`config.mk`:
```
export PLATFORM = sky130hd
export DESIGN_NAME = mean_rgb_distance_unit
export DESIGN_NICKNAME = d
export VERILOG_FILES = /design/src/rtl/mrd_pkg.sv /design/src/rtl/mrd_front.sv /design/src/rtl/mrd_fifo.sv /design/src/rtl/mrd_back.sv /design/src/rtl/mean_rgb_distance_unit.sv
export VERILOG_INCLUDE_DIRS = /design/src /design/src/rtl
export SDC_FILE = /design/constraint.sdc
export NUM_CORES = 1
export LEC_CHECK = 0
export ABC_AREA = 1
export BUFFER_PORTS_ARGS = -buffer_cell sky130_fd_sc_hd__buf_2
export CAP_MARGIN = 10
export CELL_PAD_IN_SITES_DETAIL_PLACEMENT = 1
export CELL_PAD_IN_SITES_GLOBAL_PLACEMENT = 2
export CORE_MARGIN = 5
export CORE_UTILIZATION = 35
export DETAILED_ROUTE_END_ITERATION = 16
export PLACE_DENSITY = 0.81
export SLEW_MARGIN = 5
export SYNTH_ARGS = -nofsm -noshare
export SYNTH_HDL_FRONTEND = slang
export SYNTH_HIERARCHICAL = 1
export SYNTH_SLANG_ARGS = --single-unit
```
`constraint.sdc`:
```
create_clock -name clk_i -period 7.84 [get_ports clk_i]
set_input_delay 1.568 -clock clk_i [delete_from_list [all_inputs] [get_ports clk_i]]
set_output_delay 1.568 -clock clk_i [all_outputs]
set_load 0.1 [all_outputs]
```
`src/rtl/assert_macros.svh`:
```
// ----------------------------------------------------------------------------
// assertion macros
// shared concurrent assertion helpers, empty when SYNTHESIS is defined
// ----------------------------------------------------------------------------
`ifndef ASSERT_MACROS_SVH
`define ASSERT_MACROS_SVH

`ifndef SYNTHESIS
// property must hold at every clock edge outside reset
`define ASSERT_PROP(lbl, clk, rstn, prop, msg) \
  lbl: assert property (@(posedge clk) disable iff (!rstn) (prop)) \
    else $error(msg);
// condition must never be true outside reset
`define ASSERT_NEVER(lbl, clk, rstn, cond, msg) \
  lbl: assert property (@(posedge clk) disable iff (!rstn) !(cond)) \
    else $error(msg);
`else
`define ASSERT_PROP(lbl, clk, rstn, prop, msg)
`define ASSERT_NEVER(lbl, clk, rstn, cond, msg)
`endif

`endif

```
`src/rtl/mrd_pkg.sv`:
```
// ----------------------------------------------------------------------------
// mrd_pkg
// types and constants shared by the mean rgb distance unit
// ----------------------------------------------------------------------------
`default_nettype none

package mrd_pkg;

  // pixel counter range
  localparam int unsigned PIXEL_COUNT_BITS = 20;
  localparam int unsigned CNT_W            = PIXEL_COUNT_BITS + 1;

  // distance: 16 fraction bits, 65536 means 1.0
  localparam int unsigned DIST_W    = 17;
  localparam int unsigned SUM_W     = DIST_W + PIXEL_COUNT_BITS;
  localparam int unsigned TOTAL_W   = 21;

  // sum of squared channel differences and its scale 3 * 255 * 255
  localparam int unsigned SQ_W       = 18;
  localparam logic [SQ_W-1:0] DIST_DENOM = 18'd195075;
  localparam logic [DIST_W-1:0] DIST_ONE = 17'd65536;

  // fraction bits shifted into the scaled square sum, and the width of the
  // root search terms: S * 2^32 and d^2 * 3 * 255^2 both stay below 2^52
  localparam int unsigned FRAC_SH    = 32;
  localparam int unsigned SCALE_W    = 52;
  localparam int unsigned ROOT_STEPS = DIST_W;

  // entry of the queue between front and back
  typedef struct packed {
    logic [DIST_W-1:0] distance;
    logic              last;
  } mrd_item_t;

  typedef enum logic [1:0] {
    FRONT_IDLE,
    FRONT_ROOT,
    FRONT_PUSH
  } front_state_e;

  typedef enum logic [1:0] {
    BACK_IDLE,
    BACK_DIV,
    BACK_DONE
  } back_state_e;

endpackage

`default_nettype wire

```
`src/rtl/mrd_front.sv`:
```
// ----------------------------------------------------------------------------
// mrd_front
// takes pixel pairs and works out the per-pixel distance, one bit a cycle
// ----------------------------------------------------------------------------
`default_nettype none

module mrd_front import mrd_pkg::*; (
  input  wire logic        clk_i,
  input  wire logic        rst_ni,
  input  wire logic        in_valid_i,
  output logic             in_ready_o,
  input  wire logic [47:0] in_data_i,
  input  wire logic        in_last_i,
  output logic             push_o,
  output mrd_item_t        push_item_o,
  input  wire logic        full_i
);

  front_state_e state_q, state_d;
  logic               last_q, last_d;
  logic [SCALE_W-1:0] tgt_q, tgt_d;
  logic [SCALE_W-1:0] acc_q, acc_d;
  logic [SCALE_W-1:0] lin_q, lin_d;
  logic [SCALE_W-1:0] sqr_q, sqr_d;
  logic [DIST_W-1:0]  res_q, res_d;
  logic [DIST_W-1:0]  bit_q, bit_d;

  // squared channel differences of the incoming pair
  logic [7:0]      dr, dg, db;
  logic [SQ_W-1:0] sq_in;

  always_comb begin
    dr = (in_data_i[7:0] >= in_data_i[31:24]) ? in_data_i[7:0] - in_data_i[31:24]
                                               : in_data_i[31:24] - in_data_i[7:0];
    dg = (in_data_i[15:8] >= in_data_i[39:32]) ? in_data_i[15:8] - in_data_i[39:32]
                                                : in_data_i[39:32] - in_data_i[15:8];
    db = (in_data_i[23:16] >= in_data_i[47:40]) ? in_data_i[23:16] - in_data_i[47:40]
                                                 : in_data_i[47:40] - in_data_i[23:16];
    sq_in = SQ_W'(16'(dr * dr)) + SQ_W'(16'(dg * dg)) + SQ_W'(16'(db * db));
  end

  // one root step: acc holds d^2 * denom, lin holds d * denom shifted past the
  // current bit, sqr holds denom times the current bit squared
  logic [SCALE_W-1:0] trial;
  logic               take;

  always_comb begin
    trial = acc_q + lin_q + sqr_q;
    take  = trial <= tgt_q;
  end

  // next state and datapath
  always_comb begin
    state_d     = state_q;
    last_d      = last_q;
    tgt_d       = tgt_q;
    acc_d       = acc_q;
    lin_d       = lin_q;
    sqr_d       = sqr_q;
    res_d       = res_q;
    bit_d       = bit_q;
    in_ready_o  = 1'b0;
    push_o      = 1'b0;
    push_item_o = '{distance: res_q, last: last_q};
    unique case (state_q)
      FRONT_IDLE: begin
        in_ready_o = 1'b1;
        if (in_valid_i) begin
          tgt_d   = SCALE_W'(sq_in) << FRAC_SH;
          last_d  = in_last_i;
          acc_d   = '0;
          lin_d   = '0;
          sqr_d   = SCALE_W'(DIST_DENOM) << (2 * (ROOT_STEPS - 1));
          res_d   = '0;
          bit_d   = {1'b1, {(DIST_W-1){1'b0}}};
          state_d = FRONT_ROOT;
        end
      end
      FRONT_ROOT: begin
        // keep the bit when the squared candidate still fits under S * 2^32
        if (take) begin
          acc_d = trial;
          lin_d = (lin_q >> 1) + sqr_q;
          res_d = res_q | bit_q;
        end else begin
          lin_d = lin_q >> 1;
        end
        sqr_d = sqr_q >> 2;
        bit_d = bit_q >> 1;
        if (bit_q[0]) begin
          state_d = FRONT_PUSH;
        end
      end
      FRONT_PUSH: begin
        push_o = 1'b1;
        if (!full_i) begin
          state_d = FRONT_IDLE;
        end
      end
      default: state_d = FRONT_IDLE;
    endcase
  end

  // control state
  always_ff @(posedge clk_i or negedge rst_ni) begin
    if (!rst_ni) begin
      state_q <= FRONT_IDLE;
    end else begin
      state_q <= state_d;
    end
  end

  // datapath registers
  always_ff @(posedge clk_i) begin
    last_q <= last_d;
    tgt_q  <= tgt_d;
    acc_q  <= acc_d;
    lin_q  <= lin_d;
    sqr_q  <= sqr_d;
    res_q  <= res_d;
    bit_q  <= bit_d;
  end

endmodule

`default_nettype wire

```
`src/rtl/mrd_fifo.sv`:
```
// ----------------------------------------------------------------------------
// mrd_fifo
// two-entry queue of distances between front and back
// ----------------------------------------------------------------------------
`default_nettype none

module mrd_fifo import mrd_pkg::*; (
  input  wire logic  clk_i,
  input  wire logic  rst_ni,
  input  wire logic  push_i,
  input  mrd_item_t  push_item_i,
  output logic       full_o,
  input  wire logic  pop_i,
  output logic       empty_o,
  output mrd_item_t  pop_item_o
);

  mrd_item_t  mem_q [2];
  logic       wr_ptr_q, rd_ptr_q;
  logic [1:0] cnt_q;
  logic       do_push, do_pop;

  always_comb begin
    full_o     = cnt_q == 2'd2;
    empty_o    = cnt_q == 2'd0;
    do_push    = push_i && !full_o;
    do_pop     = pop_i && !empty_o;
    pop_item_o = mem_q[rd_ptr_q];
  end

  // pointers and fill level
  always_ff @(posedge clk_i or negedge rst_ni) begin
    if (!rst_ni) begin
      wr_ptr_q <= 1'b0;
      rd_ptr_q <= 1'b0;
      cnt_q    <= 2'd0;
    end else begin
      if (do_push) begin
        wr_ptr_q <= !wr_ptr_q;
      end
      if (do_pop) begin
        rd_ptr_q <= !rd_ptr_q;
      end
      cnt_q <= cnt_q + 2'(do_push) - 2'(do_pop);
    end
  end

  // storage
  always_ff @(posedge clk_i) begin
    if (do_push) begin
      mem_q[wr_ptr_q] <= push_item_i;
    end
  end

endmodule

`default_nettype wire

```
`src/rtl/mrd_back.sv`:
```
// ----------------------------------------------------------------------------
// mrd_back
// accumulates distances, divides out the mean and holds the result
// ----------------------------------------------------------------------------
`default_nettype none

`include "assert_macros.svh"

module mrd_back import mrd_pkg::*; (
  input  wire logic         clk_i,
  input  wire logic         rst_ni,
  input  wire logic         empty_i,
  input  mrd_item_t         pop_item_i,
  output logic              pop_o,
  output logic              out_valid_o,
  input  wire logic         out_ready_i,
  output logic [DIST_W-1:0] out_mean_o,
  output logic [TOTAL_W-1:0] out_total_o,
  output logic              out_sat_o
);

  localparam int unsigned STEP_W = $clog2(SUM_W);
  localparam logic [CNT_W-1:0] MAX_COUNT = {1'b1, {PIXEL_COUNT_BITS{1'b0}}};

  back_state_e state_q, state_d;
  logic [SUM_W-1:0]  sum_q, sum_d;
  logic [CNT_W-1:0]  cnt_q, cnt_d;
  logic              sat_q, sat_d;
  logic [SUM_W-1:0]  dvd_q, dvd_d;
  logic [CNT_W-1:0]  rem_q, rem_d;
  logic [CNT_W-1:0]  dvs_q, dvs_d;
  logic              dsat_q, dsat_d;
  logic [STEP_W-1:0] step_q, step_d;
  logic              ovalid_q, ovalid_d;
  logic [DIST_W-1:0] omean_q, omean_d;
  logic [TOTAL_W-1:0] ototal_q, ototal_d;
  logic              osat_q, osat_d;

  // accumulator update for the item at the head of the queue
  logic              cnt_full;
  logic [SUM_W-1:0]  sum_nx;
  logic [CNT_W-1:0]  cnt_nx;
  logic              sat_nx;

  always_comb begin
    cnt_full = cnt_q == MAX_COUNT;
    sum_nx   = cnt_full ? sum_q : sum_q + SUM_W'(pop_item_i.distance);
    cnt_nx   = cnt_full ? cnt_q : cnt_q + 1'b1;
    sat_nx   = sat_q | cnt_full;
  end

  // restoring division step
  logic [CNT_W:0] div_sh;
  logic           div_ge;

  always_comb begin
    div_sh = {rem_q, dvd_q[SUM_W-1]};
    div_ge = div_sh >= {1'b0, dvs_q};
  end

  // next state and datapath
  always_comb begin
    state_d  = state_q;
    sum_d    = sum_q;
    cnt_d    = cnt_q;
    sat_d    = sat_q;
    dvd_d    = dvd_q;
    rem_d    = rem_q;
    dvs_d    = dvs_q;
    dsat_d   = dsat_q;
    step_d   = step_q;
    omean_d  = omean_q;
    ototal_d = ototal_q;
    osat_d   = osat_q;
    ovalid_d = ovalid_q && !out_ready_i;
    pop_o    = 1'b0;
    unique case (state_q)
      BACK_IDLE: begin
        if (!empty_i) begin
          pop_o = 1'b1;
          if (pop_item_i.last) begin
            // hand the totals to the divider and start a new image
            dvd_d   = sum_nx;
            dvs_d   = cnt_nx;
            dsat_d  = sat_nx;
            rem_d   = '0;
            step_d  = STEP_W'(SUM_W - 1);
            sum_d   = '0;
            cnt_d   = '0;
            sat_d   = 1'b0;
            state_d = BACK_DIV;
          end else begin
            sum_d = sum_nx;
            cnt_d = cnt_nx;
            sat_d = sat_nx;
          end
        end
      end
      BACK_DIV: begin
        rem_d  = div_ge ? CNT_W'(div_sh - {1'b0, dvs_q}) : div_sh[CNT_W-1:0];
        dvd_d  = {dvd_q[SUM_W-2:0], div_ge};
        step_d = step_q - 1'b1;
        if (step_q == '0) begin
          state_d = BACK_DONE;
        end
      end
      BACK_DONE: begin
        // load the output register once it is free
        if (!ovalid_q || out_ready_i) begin
          ovalid_d = 1'b1;
          omean_d  = dvd_q[DIST_W-1:0];
          ototal_d = TOTAL_W'(dvs_q);
          osat_d   = dsat_q;
          state_d  = BACK_IDLE;
        end
      end
      default: state_d = BACK_IDLE;
    endcase
  end

  // control state and accumulators
  always_ff @(posedge clk_i or negedge rst_ni) begin
    if (!rst_ni) begin
      state_q  <= BACK_IDLE;
      sum_q    <= '0;
      cnt_q    <= '0;
      sat_q    <= 1'b0;
      ovalid_q <= 1'b0;
    end else begin
      state_q  <= state_d;
      sum_q    <= sum_d;
      cnt_q    <= cnt_d;
      sat_q    <= sat_d;
      ovalid_q <= ovalid_d;
    end
  end

  // divider and result registers
  always_ff @(posedge clk_i) begin
    dvd_q    <= dvd_d;
    rem_q    <= rem_d;
    dvs_q    <= dvs_d;
    dsat_q   <= dsat_d;
    step_q   <= step_d;
    omean_q  <= omean_d;
    ototal_q <= ototal_d;
    osat_q   <= osat_d;
  end

  assign out_valid_o = ovalid_q;
  assign out_mean_o  = omean_q;
  assign out_total_o = ototal_q;
  assign out_sat_o   = osat_q;

  `ASSERT_NEVER(a_cnt_max, clk_i, rst_ni, cnt_q > MAX_COUNT, "pixel count above maximum")
  `ASSERT_PROP(a_div_nonzero, clk_i, rst_ni, state_q == BACK_DIV |-> dvs_q != '0, "zero divisor")
  `ASSERT_PROP(a_mean_range, clk_i, rst_ni, state_q == BACK_DONE |-> dvd_q <= SUM_W'(DIST_ONE), "mean above one")

endmodule

`default_nettype wire

```
`src/rtl/mean_rgb_distance_unit.sv`:
```
// ----------------------------------------------------------------------------
// mean_rgb_distance_unit
// mean per-pixel rms rgb distance between a rendered and a target image
// ----------------------------------------------------------------------------
// The front takes a new pixel pair only once it has pushed the one before.
// It accepts a pair and forms the sum S of squared channel differences, finds
// the distance one result bit a cycle (each step tests d^2 * 3 * 255^2 <=
// S * 2^32 with shifts and adds only), and pushes it into a two-entry queue.
// The back adds each distance to the sum as it leaves the queue. On the pixel
// marked last it divides sum by count bit-serially and loads mean, count and
// saturation flag into an output register once that register is free. The
// queue covers most of the divide; the front stalls only once the queue fills,
// for instance while a result waits for the sink and a further last pixel
// follows.
`default_nettype none

module mean_rgb_distance_unit import mrd_pkg::*; (
  input  wire logic        clk_i,
  input  wire logic        rst_ni,
  input  wire logic        s_axis_tvalid,
  output logic             s_axis_tready,
  // rendered_red, rendered_green, rendered_blue, target_red, target_green, target_blue
  input  wire logic [47:0] s_axis_tdata,
  // last_pixel
  input  wire logic        s_axis_tlast,
  output logic             m_axis_tvalid,
  input  wire logic        m_axis_tready,
  // mean_distance [16:0], pixel_total [37:17], zero padding [39:38]
  output logic [39:0]      m_axis_tdata,
  // count_saturated
  output logic             m_axis_tuser
);

  logic              push, full, pop, empty;
  mrd_item_t         push_item, pop_item;
  logic [DIST_W-1:0] mean;
  logic [TOTAL_W-1:0] total;

  // distance front
  mrd_front u_front (
    .clk_i       (clk_i),
    .rst_ni      (rst_ni),
    .in_valid_i  (s_axis_tvalid),
    .in_ready_o  (s_axis_tready),
    .in_data_i   (s_axis_tdata),
    .in_last_i   (s_axis_tlast),
    .push_o      (push),
    .push_item_o (push_item),
    .full_i      (full)
  );

  // queue between front and back
  mrd_fifo u_fifo (
    .clk_i       (clk_i),
    .rst_ni      (rst_ni),
    .push_i      (push),
    .push_item_i (push_item),
    .full_o      (full),
    .pop_i       (pop),
    .empty_o     (empty),
    .pop_item_o  (pop_item)
  );

  // accumulate and average
  mrd_back u_back (
    .clk_i       (clk_i),
    .rst_ni      (rst_ni),
    .empty_i     (empty),
    .pop_item_i  (pop_item),
    .pop_o       (pop),
    .out_valid_o (m_axis_tvalid),
    .out_ready_i (m_axis_tready),
    .out_mean_o  (mean),
    .out_total_o (total),
    .out_sat_o   (m_axis_tuser)
  );

  assign m_axis_tdata = {2'b00, total, mean};

endmodule

`default_nettype wire
```
==> metrics.txt, run 1 <==
ranking of synthesized cells by area edfxtp_1 (30%), nand2_1 (12%), fa_1 (10%); Tmin final just over 8 ns; Clock Latency Late Sink approximately 0.6 ns; Die Y approximately 330 um; fraction of registers with async set/reset roughly 16%; Slew HR between 20% and 30%; Synth Area in Simple Gates about a quarter; max cap viols 0; RSZ-0062 raised after global routing yes; share of post-route cells with drive strength above 1 roughly 14%; commonest non-fill, non-tap cell in the layout nand2_1; Yosys top cell area share slightly below 30%; # IOs 96; final hold slack about 0.46 ns; Compound-Gate Fraction of Synth Area 7.14%; via count between 30,000 and 40,000; post-synthesis mux area share 0.224%; largest family of logic cells by synthesized area simple AND/OR/NAND/NOR gates; die width between 300 and 400 um; core area approximately 100,000 sq um; Fmax achieved ~120 MHz; # H-tree levels 2; Crit Path Class in -> reg; Synth Area in XOR/XNOR between 3 and 4%; Cells after Synth about 4,700; synthesis-stage register bit count 433; Critical-path top delay cell fa_1; TritonCTS clock tree done; GRT Resource Usage Total about a fifth; register area share after synthesis 34.4%; number of buffers created by CTS 47; status complete, but fails checks; vias in the first global route about 33,000; critical path's top delay family adder cells; Vias per Instance roughly 4.8; post-DR wirelength/cell about 17 um; GP Congestion 0.854; first-pass GRT wire length 177 mm; Slew @ Worst Pin around 1.2 ns; Critical Path RT between 8 and 9 ns; Area Growth Syn to Fin 18.0%; Antenna Nets Post-Route 0; Reg clk slew, reported paths ~0.060 ns; Syn Area/Cell ~8 sq um; final hold violation count 0; hold crit path type reg -> reg; Fin Clk Skew 0.0261 ns; largest net degree at the start of global routing 76; most used cell, CP fa_1; Overflow after GRT 0; CP Launch Type primary input; crit path max fanout 6; Buf+Inv Stages, Crit Path 9; Syn. warnings 6; drt total wl between 100 and 150 mm; initial DRC count around 1,400; cell taking the most area after synthesis edfxtp_1; IO buf count 93; ant diodes 0; Worst EP arrival 8.43 ns; synthesized area between 30,000 and 40,000 sq um; Initial Util around a third; failing checks setup timing; post-synth cell types 65; Rows ~120; Final Setup Violations 6; Tcrit/Tclk final 103%; most frequent cells in the layout nand2_1 (1,184), inv_1 (819), nor2_1 (572); Final #Nets about 5,500; hold bufs inserted after CTS 0; CTS Sinks about 430; CP Capture Type flip-flop; ys flop type edfxtp_1; initial antenna violation count 1; synthesized-area fraction occupied by adder cells about a fifth; Longest Clk Path Bufs 3; first-pass detailed-route iteration total 7; die area around 110,000 sq um; CP max stage delay 0.54 ns; setup slack after layout -0.246 ns; hpwl dp roughly 89 mm; root buffer cell clkbuf_16; Post-synth EDFFs between 300 and 400; DRC violation count after routing 0; fin. max-slew vios 0
==> cells by family (layout without fill, tap and decap cells) <==
family          after synthesis  after routing
simple gates               2200           2200
buf+inv                     952           1323
fa+ha+maj                   475            475
compound gates              466            466
flops                       433            433
xor+xnor                    142            142
mux                           8              8
other cells                   1              2
==> cell type report <==
cell class / instances / area, sq um
tap: 1391 / 1740
fill: 12700 / 61500
multi-input combinational: 3293 / 21500
inverter: 875 / 3330
clock inverter: 30 / 340
clock buffer: 57 / 1290
sequential: 433 / 12700
timing repair buffer: 361 / 2660
==> routing by layer <==
metal  wire (um)  global-route usage (%)  vias to the layer above
li1            -                       -                    15400
met3        2660                    1.69                      123
met2       54600                    34.8                      339
met4        2200                    3.69                        2
met1       50900                    25.8                    15200
met5          13                       0                        -
==> timing repair <==
action,4_1_cts,5_1_grt
resized for setup,66,100
buffers inserted,31,19
endpoints found under the setup margin,9,12
pin swaps,68,42
==> synthesized netlist by cell type, types with 4 or more instances <==
library cell,n
o22ai_1,19
nor2_1,606
o21ai_0,118
o211ai_1,6
inv_2,13
buf_6,12
nand3_1,197
nor4_1,5
a221oi_1,4
o21a_1,5
nand3_2,5
nand2_2,17
nor2_2,17
fa_1,192
buf_4,5
a21o_1,21
inv_1,859
edfxtp_1,365
nor3_2,6
nand4_1,38
nor3_1,30
clkbuf_1,39
and2_1,4
xor2_1,88
buf_2,15
a21oi_1,190
o31ai_1,5
or2_1,6
o21ai_1,30
nand3b_1,33
xnor2_1,54
a31oi_1,19
o221ai_1,10
o21bai_1,21
ha_1,283
a21boi_0,9
or2_2,8
mux2i_1,6
nand2_1,1212
buf_1,4
a211oi_1,4
dfrtp_1,68
==> sequential cells by signal (all words and copies together), names as in the netlist, 2 cells and up <==
register	flops
u_front/state_q	2
u_back/out_total_o	21
u_back/step_q	6
u_back/state_q	2
u_fifo/cnt_q	2
u_front/acc_q	52
u_back/sum_q	37
u_fifo/mem_q	36
u_back/out_mean_o	17
u_front/tgt_q	18
u_back/dvs_q	21
u_back/rem_q	21
u_back/cnt_q	21
u_front/sqr_q	47
u_front/lin_q	52
u_front/bit_q	17
u_back/dvd_q	37
u_front/res_q	17
==> per-stage QoR <==
| stage | std cells | setup WS, ns | utilization [%] | TNS, ns | cell area [sq um] |
|---|---|---|---|---|---|
| detailed placement | 6306 | -1.15 | 38.9 | -9.60 | 40800 |
| global placement | 6306 | -1.00 | 38.9 | -7.68 | 40800 |
| finish | 6440 | -0.246 | 41.4 | -0.841 | 43500 |
| floorplan | 4678 | -0.523 | - | -1.93 | 37300 |
| CTS | 6421 | -0.197 | 40.9 | -0.574 | 42900 |
| global route | 6440 | -0.503 | 41.4 | -2.64 | 43500 |
==> path summary, 6_finish.rpt <==
| check | startpoint | to | cells past startpoint | slack, ns |
|---|---|---|---|---|
| worst max register to register | u_front/lin_q[1] | u_front/res_q[13] | 32 | 1.37 |
| worst min register to register | u_back/dsat_q | u_back/out_sat_o | 0 | 0.46 |
| min in group asynchronous | rst_ni | u_back/sum_q[23] | 1 | 1.13 |
| max in group asynchronous | rst_ni | u_back/cnt_q[13] | 1 | 6.06 |
| worst min-delay path | u_back/dsat_q | u_back/out_sat_o | 0 | 0.46 |
| worst max-delay path | s_axis_tdata[28] | u_front/tgt_q[49] | 35 | -0.25 |
Power of run 1 is left out: the tool's default activity adds up to more than one toggle a clock period on the data nets, which glitch-free logic cannot reach.
==> run 2, diff against run 1 <==
--- a/config.mk
+++ b/config.mk
@@ -15,6 +15,7 @@
 export CORE_UTILIZATION = 35
 export DETAILED_ROUTE_END_ITERATION = 16
 export PLACE_DENSITY = 0.81
+export SKIP_CTS_REPAIR_TIMING = 1
 export SLEW_MARGIN = 5
 export SYNTH_ARGS = -nofsm -noshare
 export SYNTH_HDL_FRONTEND = slang
==> run 2 against run 1 <==
Net effect:
- the run still ends with setup timing left
- flip-flop and latch count did not move
- sequential share of layout area rose by 0.30 points
- routed wire length fell by 1.3%
- critical path depth fell by 2
- non-clock buffer count fell by 25
- hold slack got worse by 0.0024 ns
- critical path type unchanged
==> metrics.txt, run 2 (same netlist as run 1, synthesis figures left out) <==
status complete, but fails checks; failing checks setup timing; setup slack after layout -0.264 ns (-0.0176 ns); Initial Util 35.1% (unchanged); final hold violation count 0 (unchanged); crit path max fanout 6 (unchanged); CP max stage delay 0.57 ns (+0.03 ns); fin. max-slew vios 0 (unchanged); via count 31,000 (-0.45%); Final Util 41.0% (-0.42 points); Die Y 334 um (unchanged); RSZ-0062 raised after global routing yes; number of buffers created by CTS 47 (unchanged); # H-tree levels 2 (unchanged); Area Growth Syn to Fin 16.8%; largest net degree at the start of global routing 76 (unchanged); die area 112,000 sq um (unchanged); Critical Path RT 8.18 ns (about the same); Rows 119 (unchanged); Reg clk slew, reported paths 0.06 ns (about the same); vias in the first global route 32,700 (-0.81%); Area after DPL 40,800 sq um (unchanged); Clock Latency Late Sink 0.61 ns (about the same); most frequent cells in the layout nand2_1 (1,193), inv_1 (825), nor2_1 (579); Vias per Instance 4.83 (about the same); TritonCTS clock tree done; initial DRC count 1,415 (+0.14%); final hold slack 0.455 ns (-0.00243 ns); most used cell, CP fa_1; Fmax achieved 123 MHz (-0.22%); Longest Clk Path Bufs 3 (unchanged); drt total wl 109 mm (-1.3%); CP Capture Type flip-flop; Crit Path Class in -> reg; Slew @ Worst Pin 1.18 ns (+0.0217 ns); Fin Setup TNS -0.819 ns (+0.0224 ns); GP Congestion 0.854 (unchanged); hpwl dp 89.1 mm (unchanged); Final Setup Violations 7 (+1); max cap viols 0 (unchanged); top flop regs u_front/acc_q x52, u_front/lin_q x52, u_front/sqr_q x47; first-pass detailed-route iteration total 4 (-3); final instance area 43,000 sq um (-1.0%); Fin Clk Skew 0.0258 ns (-0.000342 ns); IO buf count 93 (unchanged); Slew HR 21.0% (-1.5 points); CP Launch Type primary input; commonest non-fill, non-tap cell in the layout nand2_1; Antenna Nets Post-Route 0 (unchanged); DRC violation count after routing 0 (unchanged); ant diodes 0 (unchanged); hold crit path type reg -> reg; Final #Nets 5,514 (-0.45%); post-DR wirelength/cell 17.0 um (-0.92%); Tmin final 8.10 ns (+0.0176 ns); core area 105,000 sq um (unchanged); Tcrit/Tclk final 103% (+0.22 points); Worst EP arrival 8.45 ns (+0.02 ns); GRT Resource Usage Total 19.3% (-0.14 points); Critical-path top delay cell fa_1; CTS Sinks 433 (unchanged); initial antenna violation count 1 (unchanged); Overflow after GRT 0 (unchanged); first-pass GRT wire length 176 mm (-0.75%); layout filler cell count 12,800 (+0.24%); root buffer cell clkbuf_16; # IOs 96 (unchanged); share of post-route cells with drive strength above 1 13.1% (-1.1 points); die width 334 um (unchanged)
run 2: cell count changes in the layout (fill, tap and decap cells not counted), sizes merged:
cell  delta
buf     -25
run 2: area by class of cell:
cell class | count | area (sq um) | share of cell area [%]
clock buffers | 57 | 1290 | 2.99
clock inverters | 30 | 340 | 0.791
inverters | 875 | 3330 | 7.73
multi-input cells | 3293 | 21300 | 49.4
flip-flops and latches | 433 | 12700 | 29.4
well taps | 1391 | 1740 | 4.04
repair buffers | 336 | 2410 | 5.59
run 2: final timing paths:
| check | from | end | slack (ns) | cells after the start |
|---|---|---|---|---|
| min reg2reg | u_back/dsat_q | u_back/out_sat_o | 0.45 | 0 |
| min | u_back/dsat_q | u_back/out_sat_o | 0.45 | 0 |
| max in group asynchronous | rst_ni | u_back/cnt_q[13] | 6.06 | 1 |
| max | s_axis_tdata[8] | u_front/tgt_q[49] | -0.26 | 33 |
| min in group asynchronous | rst_ni | u_back/sum_q[26] | 1.13 | 1 |
| max reg2reg | u_front/lin_q[1] | u_front/res_q[13] | 1.37 | 32 |
run 2: worst max-delay path, delay by kind of cell:
kind | cells | cell delay (ns)
compound gates | 6 | 0.68
xor+xnor | 2 | 0.44
fa+ha+maj | 10 | 4.32
buf+inv | 6 | 0.44
mux | 1 | 0.32
simple gates | 8 | 0.68
run 2: layer usage:
metal	GRT usage (%)	share of wire, %	vias to the layer above	routed length [um]
li1	-	-	15400	-
met1	25.8	46	15100	50200
met2	34.4	49	367	53800
met3	1.67	2.5	116	2770
met4	3.69	2.0	2	2170
met5	0	0.018	-	20
run 2: per-stage QoR:
stage	setup WS (ns)	cells
2_1_floorplan	-0.523	4678
3_3_place_gp	-1.00	6306
3_5_place_dp	-1.15	6306
4_1_cts	-0.511	6393
5_1_grt	-0.533	6415
6_report	-0.264	6415
Power of run 2 is left out for the same reason.
